### config.mk
export PLATFORM = sky130hd
export DESIGN_NAME = tcw_controller
export DESIGN_NICKNAME = d
export VERILOG_FILES = /design/src/tcw_pkg.sv /design/src/tcw_controller.sv
export SDC_FILE = /design/constraint.sdc
export NUM_CORES = 1
export LEC_CHECK = 0
export BUFFER_PORTS_ARGS = -buffer_cell sky130_fd_sc_hd__buf_2
export CAP_MARGIN = 20
export CORE_AREA = 10 10 47 49
export DETAILED_ROUTE_END_ITERATION = 6
export DIE_AREA = 0 0 57 59
export HOLD_SLACK_MARGIN = 0.1
export MAX_ROUTING_LAYER = met4
export PLACE_DENSITY = 0.68
export SLEW_MARGIN = 20
export SYNTH_ARGS = -nofsm -noshare
export SYNTH_HDL_FRONTEND = slang
export SYNTH_SLANG_ARGS = --single-unit
### constraint.sdc
create_clock -name i_clk -period 1.1 [get_ports i_clk]
set_input_delay 0 -clock i_clk [delete_from_list [all_inputs] [get_ports i_clk]]
set_output_delay 0 -clock i_clk [all_outputs]
set_load 0.1 [all_outputs]
### src/tcw_pkg.sv
// tcw_pkg: shared types, constants and field widths for the text console writer
// depends on nothing; the other files of the block, all but tcw_ram, refer to it by scoped names

package tcw_pkg;

    // default screen geometry
    localparam int COLUMNS_DEF = 80;
    localparam int ROWS_DEF    = 25;

    // field widths of the item and result channels
    localparam int OP_W   = 2;
    localparam int CHAR_W = 8;
    localparam int IDX_W  = 11;
    localparam int POS_W  = 11;
    localparam int CELL_W = 16;
    localparam int ATTR_W = 8;

    // attribute after reset: white on black
    localparam logic [ATTR_W-1:0] ATTR_RESET = 8'h0F;

    // character bytes with a meaning of their own
    localparam logic [CHAR_W-1:0] CH_NEWLINE   = 8'h0A;
    localparam logic [CHAR_W-1:0] CH_BACKSPACE = 8'h08;
    localparam logic [CHAR_W-1:0] CH_BLANK     = 8'h20;

    // operation codes
    localparam logic [OP_W-1:0] OP_PUT   = 2'd0;
    localparam logic [OP_W-1:0] OP_CLEAR = 2'd1;
    localparam logic [OP_W-1:0] OP_READ  = 2'd2;

    // commands from the controller to the datapath
    typedef struct packed {
        logic item_load;     // latch the accepted item, clear result fields
        logic put_go;        // cursor update and cell write for a put
        logic clear_go;      // home cursor, start a blanking sweep
        logic read_go;       // issue the screen read for a read op
        logic sweep_run;     // advance the move / blank sweep by one cell
        logic read_capture;  // keep the returned cell
        logic out_load;      // load the output register
    } t_ctl_cmd;

    // status from the datapath to the controller
    typedef struct packed {
        logic is_put;
        logic is_clear;
        logic is_read;
        logic read_ok;       // read index lies inside the screen
        logic put_scrolls;   // this put pushes the cursor past the last row
        logic sweep_last;    // sweep is writing its last cell
    } t_dp_status;

endpackage

### src/tcw_controller.sv
// tcw_controller: state machine that sequences one console operation at a time
// depends on tcw_pkg for the command and status structs

module tcw_controller (
    input  logic                i_clk,
    input  logic                i_rst_n,
    input  logic                i_in_valid,
    output logic                o_in_ready,
    output logic                o_out_valid,
    input  logic                i_out_ready,
    input  tcw_pkg::t_dp_status i_status,
    output tcw_pkg::t_ctl_cmd   o_cmd
);

    typedef enum logic [4:0] {
        S_IDLE   = 5'b00001,
        S_EXEC   = 5'b00010,
        S_READ   = 5'b00100,
        S_SWEEP  = 5'b01000,
        S_RESULT = 5'b10000
    } t_state;

    t_state r_state, n_state;
    logic   r_out_valid, n_out_valid;

    // next state and commands
    always_comb begin
        n_state = r_state;
        o_cmd   = '0;
        unique case (r_state)
            S_IDLE: begin
                if (i_in_valid) begin
                    o_cmd.item_load = 1'b1;
                    n_state         = S_EXEC;
                end
            end
            S_EXEC: begin
                priority if (i_status.is_put) begin
                    o_cmd.put_go = 1'b1;
                    n_state      = i_status.put_scrolls ? S_SWEEP : S_RESULT;
                end else if (i_status.is_clear) begin
                    o_cmd.clear_go = 1'b1;
                    n_state        = S_SWEEP;
                end else if (i_status.is_read && i_status.read_ok) begin
                    o_cmd.read_go = 1'b1;
                    n_state       = S_READ;
                end else begin
                    n_state = S_RESULT;
                end
            end
            S_READ: begin
                o_cmd.read_capture = 1'b1;
                n_state            = S_RESULT;
            end
            S_SWEEP: begin
                o_cmd.sweep_run = 1'b1;
                if (i_status.sweep_last) begin
                    n_state = S_RESULT;
                end
            end
            S_RESULT: begin
                if (!r_out_valid || i_out_ready) begin
                    o_cmd.out_load = 1'b1;
                    n_state        = S_IDLE;
                end
            end
            default: begin
                n_state = S_IDLE;
            end
        endcase
    end

    // output register occupancy
    always_comb begin
        n_out_valid = r_out_valid;
        if (o_cmd.out_load) begin
            n_out_valid = 1'b1;
        end else if (i_out_ready) begin
            n_out_valid = 1'b0;
        end
    end

    always_ff @(posedge i_clk) begin
        if (!i_rst_n) begin
            r_state     <= S_IDLE;
            r_out_valid <= 1'b0;
        end else begin
            r_state     <= n_state;
            r_out_valid <= n_out_valid;
        end
    end

    assign o_in_ready  = (r_state == S_IDLE);
    assign o_out_valid = r_out_valid;

endmodule

# == Word-level counts from Yosys, hierarchy flattened ==
# Index checks and enable logic that the tools add are counted.
# W data, S select, Z words.
# classes
n_eq_ne,8
mux,22
reduce_logical,5
# op_table
cell,n
$mux W5,7
$pmux W5 S5,1
$mux W1,12
$ne A2 B2 Y1 const B,3
$eq A5 B1 Y1 const B,1
$eq A5 B2 Y1 const B,1
$eq A5 B3 Y1 const B,1
$eq A5 B4 Y1 const B,1
$eq A5 B5 Y1 const B,1
$mux W3,1
$reduce_and A3 Y1,1
$mux W2,1
$reduce_bool A2 Y1,1
$logic_and A1 B1 Y1,1
$logic_not A1 Y1,1
$logic_or A1 B1 Y1,1
# totals
reg_bits,6
out_inout_bits,9

# == Logic depth before layout (Yosys ltp) ==
# Gate-level depths: netlist of the first run.
# logic_depth
word_depth,5
ltp_mapped,5
ltp_nobuf,4

# == Worst setup path before layout of the first run ==
# Ideal clock, no wire load.
# synth_path
path_type,reg2out
from,register r_state[3]
to,output port o_cmd[4] (netlist bit)
t_arrival_ns,2.846
t_required_ns,1.100
path_slack_ns,-1.746
path_stages_with_launch,5
cell_sequence,dfxtp_1 > buf_6 > nor2_8 > nand3_4 > nor3b_1
# synth_lines
item,line,rtl
start: declaration,tcw_controller.sv:23,"t_state r_state, n_state;"
start signal: assignment,tcw_controller.sv:88,r_state <= n_state;
end: declaration,tcw_controller.sv:12,output tcw_pkg::t_ctl_cmd o_cmd

==> key figures, run 1 <==
Run status
  • Status: finished, violations left
  • Failing checks: setup timing

Logic synthesis
  • Synth Flop Type: dfxtp_1
  • Count of cell types in the netlist: 35
  • Average cell area after synthesis: 9.421 um^2
  • Post-Syn Area: 480.5 um^2
  • Ys async rst share: 0%
  • Post-synthesis sequential area ratio: 25.00%
  • Post-Synthesis Cells: 51
  • EDFF count, synth: 0
  • Synth Register Bits: 6
  • Post-synth net total: 61
  • Synth warnings: 0

Worst setup path
  • Critical Path AT: 1.31 ns
  • Critical Path RT: 1.10 ns
  • Peak fanout along the critical path: 3
  • CP endpoint kind: primary output
  • Kind of critical path: register to primary output
  • Critical Path Start Type: register

CTS
  • CTS Sinks: 6
  • Reg clk slew, reported paths: 0.05 ns
  • CTS Buffer Depth: 2
  • CTS tree: yes
  • CTS Root Cell: clkbuf_4
  • Worst-skew pair later-pin latency: 0.25 ns
  • Total CTS buffers: 3
  • H-tree Lvls: 1

Place
  • Port buffer count: 18
  • Routability Congestion: 0.8057
  • HPWL Detailed: 1012 um

Finish
  • Most common cell after layout, fill and taps aside: buf_4
  • Share of cells above drive strength 1: 69.77%
  • Commonest cells after routing, fill and taps aside: 14 x buf_4, 10 x buf_2, 8 x buf_12
  • Post-layout util: 64.82%
  • Ant diodes: 0
  • Synth-to-Final Area Change: 89.06%
  • Final #Nets: 97

Timing
  • Final Worst Setup Slack: -0.2129 ns
  • Max-slew violations: 0
  • Min Clock Period, post-route: 1.313 ns
  • Final setup TNS: -1.785 ns
  • F_max: 0.7617 GHz
  • Final period util: 119.4%
  • Final Hold Viols: 0
  • Setup Viol. Count Final: 12
  • Worst-margin pin slew: 0.4849 ns
  • Worst hold slack: 0.1119 ns
  • Unrepaired setup endpoints after global routing: true
  • Max-slew headroom: 67.90%
  • Final Skew: 0.01007 ns

Routing
  • Post-Route WL: 1367 um
  • Starting DRT DRC Count: 6
  • Via density: 5.059
  • DRC errors left: 0
  • Final ANT Viol Nets: 0
  • Drt pass-1 iters: 4
  • Via count: 516
  • WL/cell: 13.40 um

Run
  • Max-cap violations: 0

Global route
  • GRT Total Usage: 8.796%
  • Vias in the first global route: 534
  • Initial antenna violation count: 0
  • First-pass GRT wire length: 2263 um
  • Largest net degree at the start of global routing: 8
  • GR Overflow Total: 0

Power
  • Power density cells: 862.7 nW/um^2
  • Total Power: 783.6 uW
  • Leak pwr: 0.3881 nW
  • Peak supply drop: 967.0 uV

Die
  • Starting Density: 34.29%
  • Full die area: 3363 um^2
  • Core region area: 1401 um^2
  • Num rows: 14
  • I/O pins: 19
  • Die height: 59 um
  • Horiz. Die Dim: 57 um

Worst hold path
  • HP Class: input pin to register
==> routing by layer <==
| layer | share of wire, % | GRT usage, % | vias to the layer above | wire length (um) |
|---|---|---|---|---|
| li1 | - | - | 256 | - |
| met3 | 4.7 | 2.146 | 7 | 64 |
| met5 | 0 | - | - | 0 |
| met2 | 51 | 14.57 | 19 | 692 |
| met1 | 41 | 8.670 | 234 | 554 |
| met4 | 4.0 | 7.047 | 0 | 55 |
==> Yosys cell counts (2+ instances only) <==
master / n / area, um^2
dfxtp_1: 6 / 120.1
o2bb2ai_1: 2 / 17.52
nor3b_1: 2 / 15.01
nand3_1: 2 / 10.01
buf_4: 2 / 15.01
nor2_1: 6 / 22.52
inv_1: 2 / 7.510
buf_6: 2 / 22.52
==> repair_timing <==
item / CTS / global route
hold endpoints to repair: 5 / 0
gates resized for setup: 15 / 6
hold buffers: 2 / 0
pin swaps: 5 / 7
cloned: 0 / 0
buffers inserted: 4 / 3
setup endpoints to repair: 13 / 13
==> area by class of cell <==
cell class | count | area, um^2
fillers | 114 | 493.0
multi-input cells | 39 | 364.1
repair buffers | 35 | 346.6
flip-flops and latches | 6 | 140.1
clock buffers | 4 | 26.28
well taps | 16 | 20.02
inverters | 2 | 11.26
==> path summary, 6_finish.rpt <==
check	startpoint	end	slack, ns	depth (start not counted)
hold / removal	i_out_ready	o_out_valid$_SDFFE_PN0P_	0.11	3
setup / recovery	r_state[0]$_SDFFE_PN1P_	o_cmd[1]	-0.21	4
hold reg to reg	o_out_valid$_SDFFE_PN0P_	o_out_valid$_SDFFE_PN0P_	0.58	2
setup reg to reg	r_state[4]$_SDFFE_PN0P_	r_state[4]$_SDFFE_PN0P_	-0.11	5
==> flip-flops by register name, indices dropped and copies added (netlist names) <==
register,count
r_state,5
o_out_valid,1
==> metrics by stage <==
stage | std cells | worst slack (ns) | cell area (um^2)
floorplan | 51 | -0.9349 | 499.2
global placement | 89 | -0.1719 | 748.2
detailed placement | 89 | -0.2198 | 748.2
CTS | 99 | -0.2155 | 863.3
global route | 102 | -0.2660 | 908.4
finish | 102 | -0.2129 | 908.4
==> cell families (layout without fill, tap and decap cells) <==
group           count (synthesis)  count (layout)  synth area share [%]
simple gates                   25              25                 42.45
compound gates                 11              11                 17.45
flops                           6               6                 25.00
buf+inv                         6              41                 9.374
xor+xnor                        2               2                 3.646
mux                             1               1                 2.083
==> report_power, final <==
part	switching [mW]	internal, mW
sequential	0.0188	0.218
combinational	0.180	0.148
clock	0.0803	0.137
total	0.279	0.504
==> worst max-delay path, stage by stage (launching register included) <==
cell      delay [ns]
dfxtp_2         0.35
nor2_4          0.15
buf_4           0.14
and4bb_2        0.26
buf_12          0.18
Power figures use the tool's default switching activity.
==> inputs of run 2 (changes only) <==
Settings changed: ABC_AREA set to 1, PLACE_DENSITY 0.68 to 0.63.
==> key figures, run 2 <==
Run status
  • Status: finished, violations left
  • Failing checks: setup timing

Finish
  • Post-layout util: 69.46%
  • Design Area, Final: 973.4 um^2
  • Most flops, register: r_state
  • Share of cells above drive strength 1: 66.67%
  • Final Non-Filler Cells: 127
  • Max FFs per register: 5
  • Commonest cells after routing, fill and taps aside: 15 x buf_4, 10 x nand2_1, 10 x buf_2
  • Synth-to-Final Area Change: 131.5%
  • Ant diodes: 0
  • Most common cell after layout, fill and taps aside: buf_4
  • Final #Nets: 122

Worst setup path
  • FF-to-FF path depth: 8
  • Critical Path RT: 1.10 ns
  • Peak fanout along the critical path: 3
  • Critical Path Start Type: register
  • Critical Path AT: 1.36 ns
  • Kind of critical path: register to primary output
  • CP endpoint kind: primary output

Logic synthesis
  • Synth Area in XOR/XNOR: 0%
  • Mux cell area share after synthesis: 0%
  • Top cells by area, synth: dfxtp_1 29%, inv_1 13%, nand2_1 12%, nor2_1 9.8%, nand4_1 6.0%
  • Count of cell types in the netlist: 18
  • Average cell area after synthesis: 6.093 um^2
  • Post-Syn Area: 420.4 um^2
  • Adder-cell share of the synthesized area: 0%
  • Post-synth top area share: 28.57%
  • Count leader, synth: inv_1
  • Post-Synthesis Cells: 69
  • EDFF count, synth: 0
  • Synth Flop Type: dfxtp_1
  • Post-synth net total: 79
  • Compound-gate portion of the synthesized area: 5.952%
  • Synth Register Bits: 6
  • Post-synthesis sequential area ratio: 28.57%
  • Synth cell count leaders: 15 x inv_1, 13 x nand2_1, 11 x nor2_1, 6 x dfxtp_1
  • Post-synthesis simple-gate area fraction: 49.40%
  • Cell accounting for the most synthesized area: dfxtp_1
  • Ys async rst share: 0%
  • Synth warnings: 0
  • Largest family of logic cells by synthesized area: simple AND/OR/NAND/NOR gates

CTS
  • CTS Sinks: 6
  • Worst-skew pair later-pin latency: 0.26 ns
  • H-tree Lvls: 1
  • CTS Buffer Depth: 2
  • CTS tree: yes
  • CTS Root Cell: clkbuf_4
  • Reg clk slew, reported paths: 0.05 ns
  • Total CTS buffers: 3

Worst hold path
  • HP Class: input pin to register
  • WHS Path Cells: 3

Place
  • Port buffer count: 18
  • Area after DPL: 718.2 um^2
  • HPWL Detailed: 1045 um
  • Worst slack at placement: -0.03780 ns
  • Routability Congestion: 0.8278
  • Placed Cells: 105

Routing
  • Via count: 583
  • Post-Route WL: 1588 um
  • Via density: 4.591
  • Starting DRT DRC Count: 13
  • Met3 wire len: 83 um
  • Final ANT Viol Nets: 0
  • Drt pass-1 iters: 4
  • WL/cell: 12.50 um
  • Met2 wire len: 910 um
  • Met1 WL: 567 um
  • DRC errors left: 0
  • Max layer used: met4

Timing
  • Final period util: 123.6%
  • Max-slew violations: 0
  • Final setup TNS: -2.184 ns
  • Unrepaired setup endpoints after global routing: true
  • Final Worst Setup Slack: -0.2600 ns
  • Max-slew headroom: 67.24%
  • Worst hold slack: 0.08536 ns
  • Min Clock Period, post-route: 1.360 ns
  • Final Skew: 0.004085 ns
  • F_max: 0.7353 GHz
  • Final Hold Viols: 0
  • Worst-margin pin slew: 0.4947 ns
  • Setup Viol. Count Final: 14

Global route
  • First-pass GRT wire length: 2346 um
  • Initial antenna violation count: 0
  • Largest net degree at the start of global routing: 7
  • GRT Total Usage: 8.852%
  • GR Overflow Total: 0
  • Vias in the first global route: 584

Die
  • Horiz. Die Dim: 57 um
  • I/O pins: 19
  • Core region area: 1401 um^2
  • Num rows: 14
  • Starting Density: 30.00%
  • Die height: 59 um
  • Full die area: 3363 um^2

Power
  • Power density cells: 1939 nW/um^2
  • Peak supply drop: 2250 uV
  • Total Power: 1.887 mW
  • Leak pwr: 0.4711 nW

Run
  • Max-cap violations: 0
-- run 2: cell count changes in the layout (fill, tap and decap cells not counted), moves of 4 or more --
cell / delta
inv_1: +7
inv_2: +4
nand2_1: +9
nand4_1: +4
nor2_4: +5
-- run 2: final timing paths --
check | startpoint | end | slack, ns
worst max-delay path | r_state[0]$_SDFFE_PN1P_ | o_cmd[3] | -0.26
worst min register to register | r_state[4]$_SDFFE_PN0P_ | r_state[4]$_SDFFE_PN0P_ | 0.62
worst min-delay path | i_out_ready | o_out_valid$_SDFFE_PN0P_ | 0.09
worst max register to register | r_state[2]$_SDFFE_PN0P_ | r_state[0]$_SDFFE_PN1P_ | -0.20
-- run 2: cell type report --
type	count	area (um^2)
Sequential cell	6	132.6
Tap cell	16	20.02
Clock buffer	4	26.28
Fill cell	114	427.9
Multi-Input combinational cell	46	330.3
Timing Repair Buffer	39	387.9
Inverter	16	76.32
-- run 2: routing by layer --
metal	vias up	global-route usage [%]
li1	296	-
met1	269	7.628
met2	14	15.81
met3	4	3.219
met4	0	6.040
met5	-	-
-- run 2: logic make-up (layout without fill, tap and decap cells) --
logic type	Yosys count	after routing
buffers and inverters	17	59
AND/OR/NAND/NOR	42	42
flip-flops	6	6
AO/OA/AOI/OAI	4	4
-- run 2: what timing repair did --
item                       CTS  global route
resized for setup           10            18
setup buffers               10             7
setup endpoints to repair   11            14
hold endpoints to repair     6             0
hold buffers                 2             0
pin swaps                    5             4
gates cloned                 0             0
-- run 2: power by group --
part           internal, mW  switching, mW  leakage, nW
sequential            0.268         0.0510       0.0516
clock                 0.138         0.0959       0.0150
combinational         0.551          0.783        0.404
total                 0.957          0.930        0.471
-- run 2: critical path: stages, from the launching register on --
cell,delay (ns)
dfxtp_2,0.33
inv_1,0.09
nand2_2,0.08
nor2_4,0.14
nand4_1,0.16
clkinvlp_4,0.13
buf_12,0.17
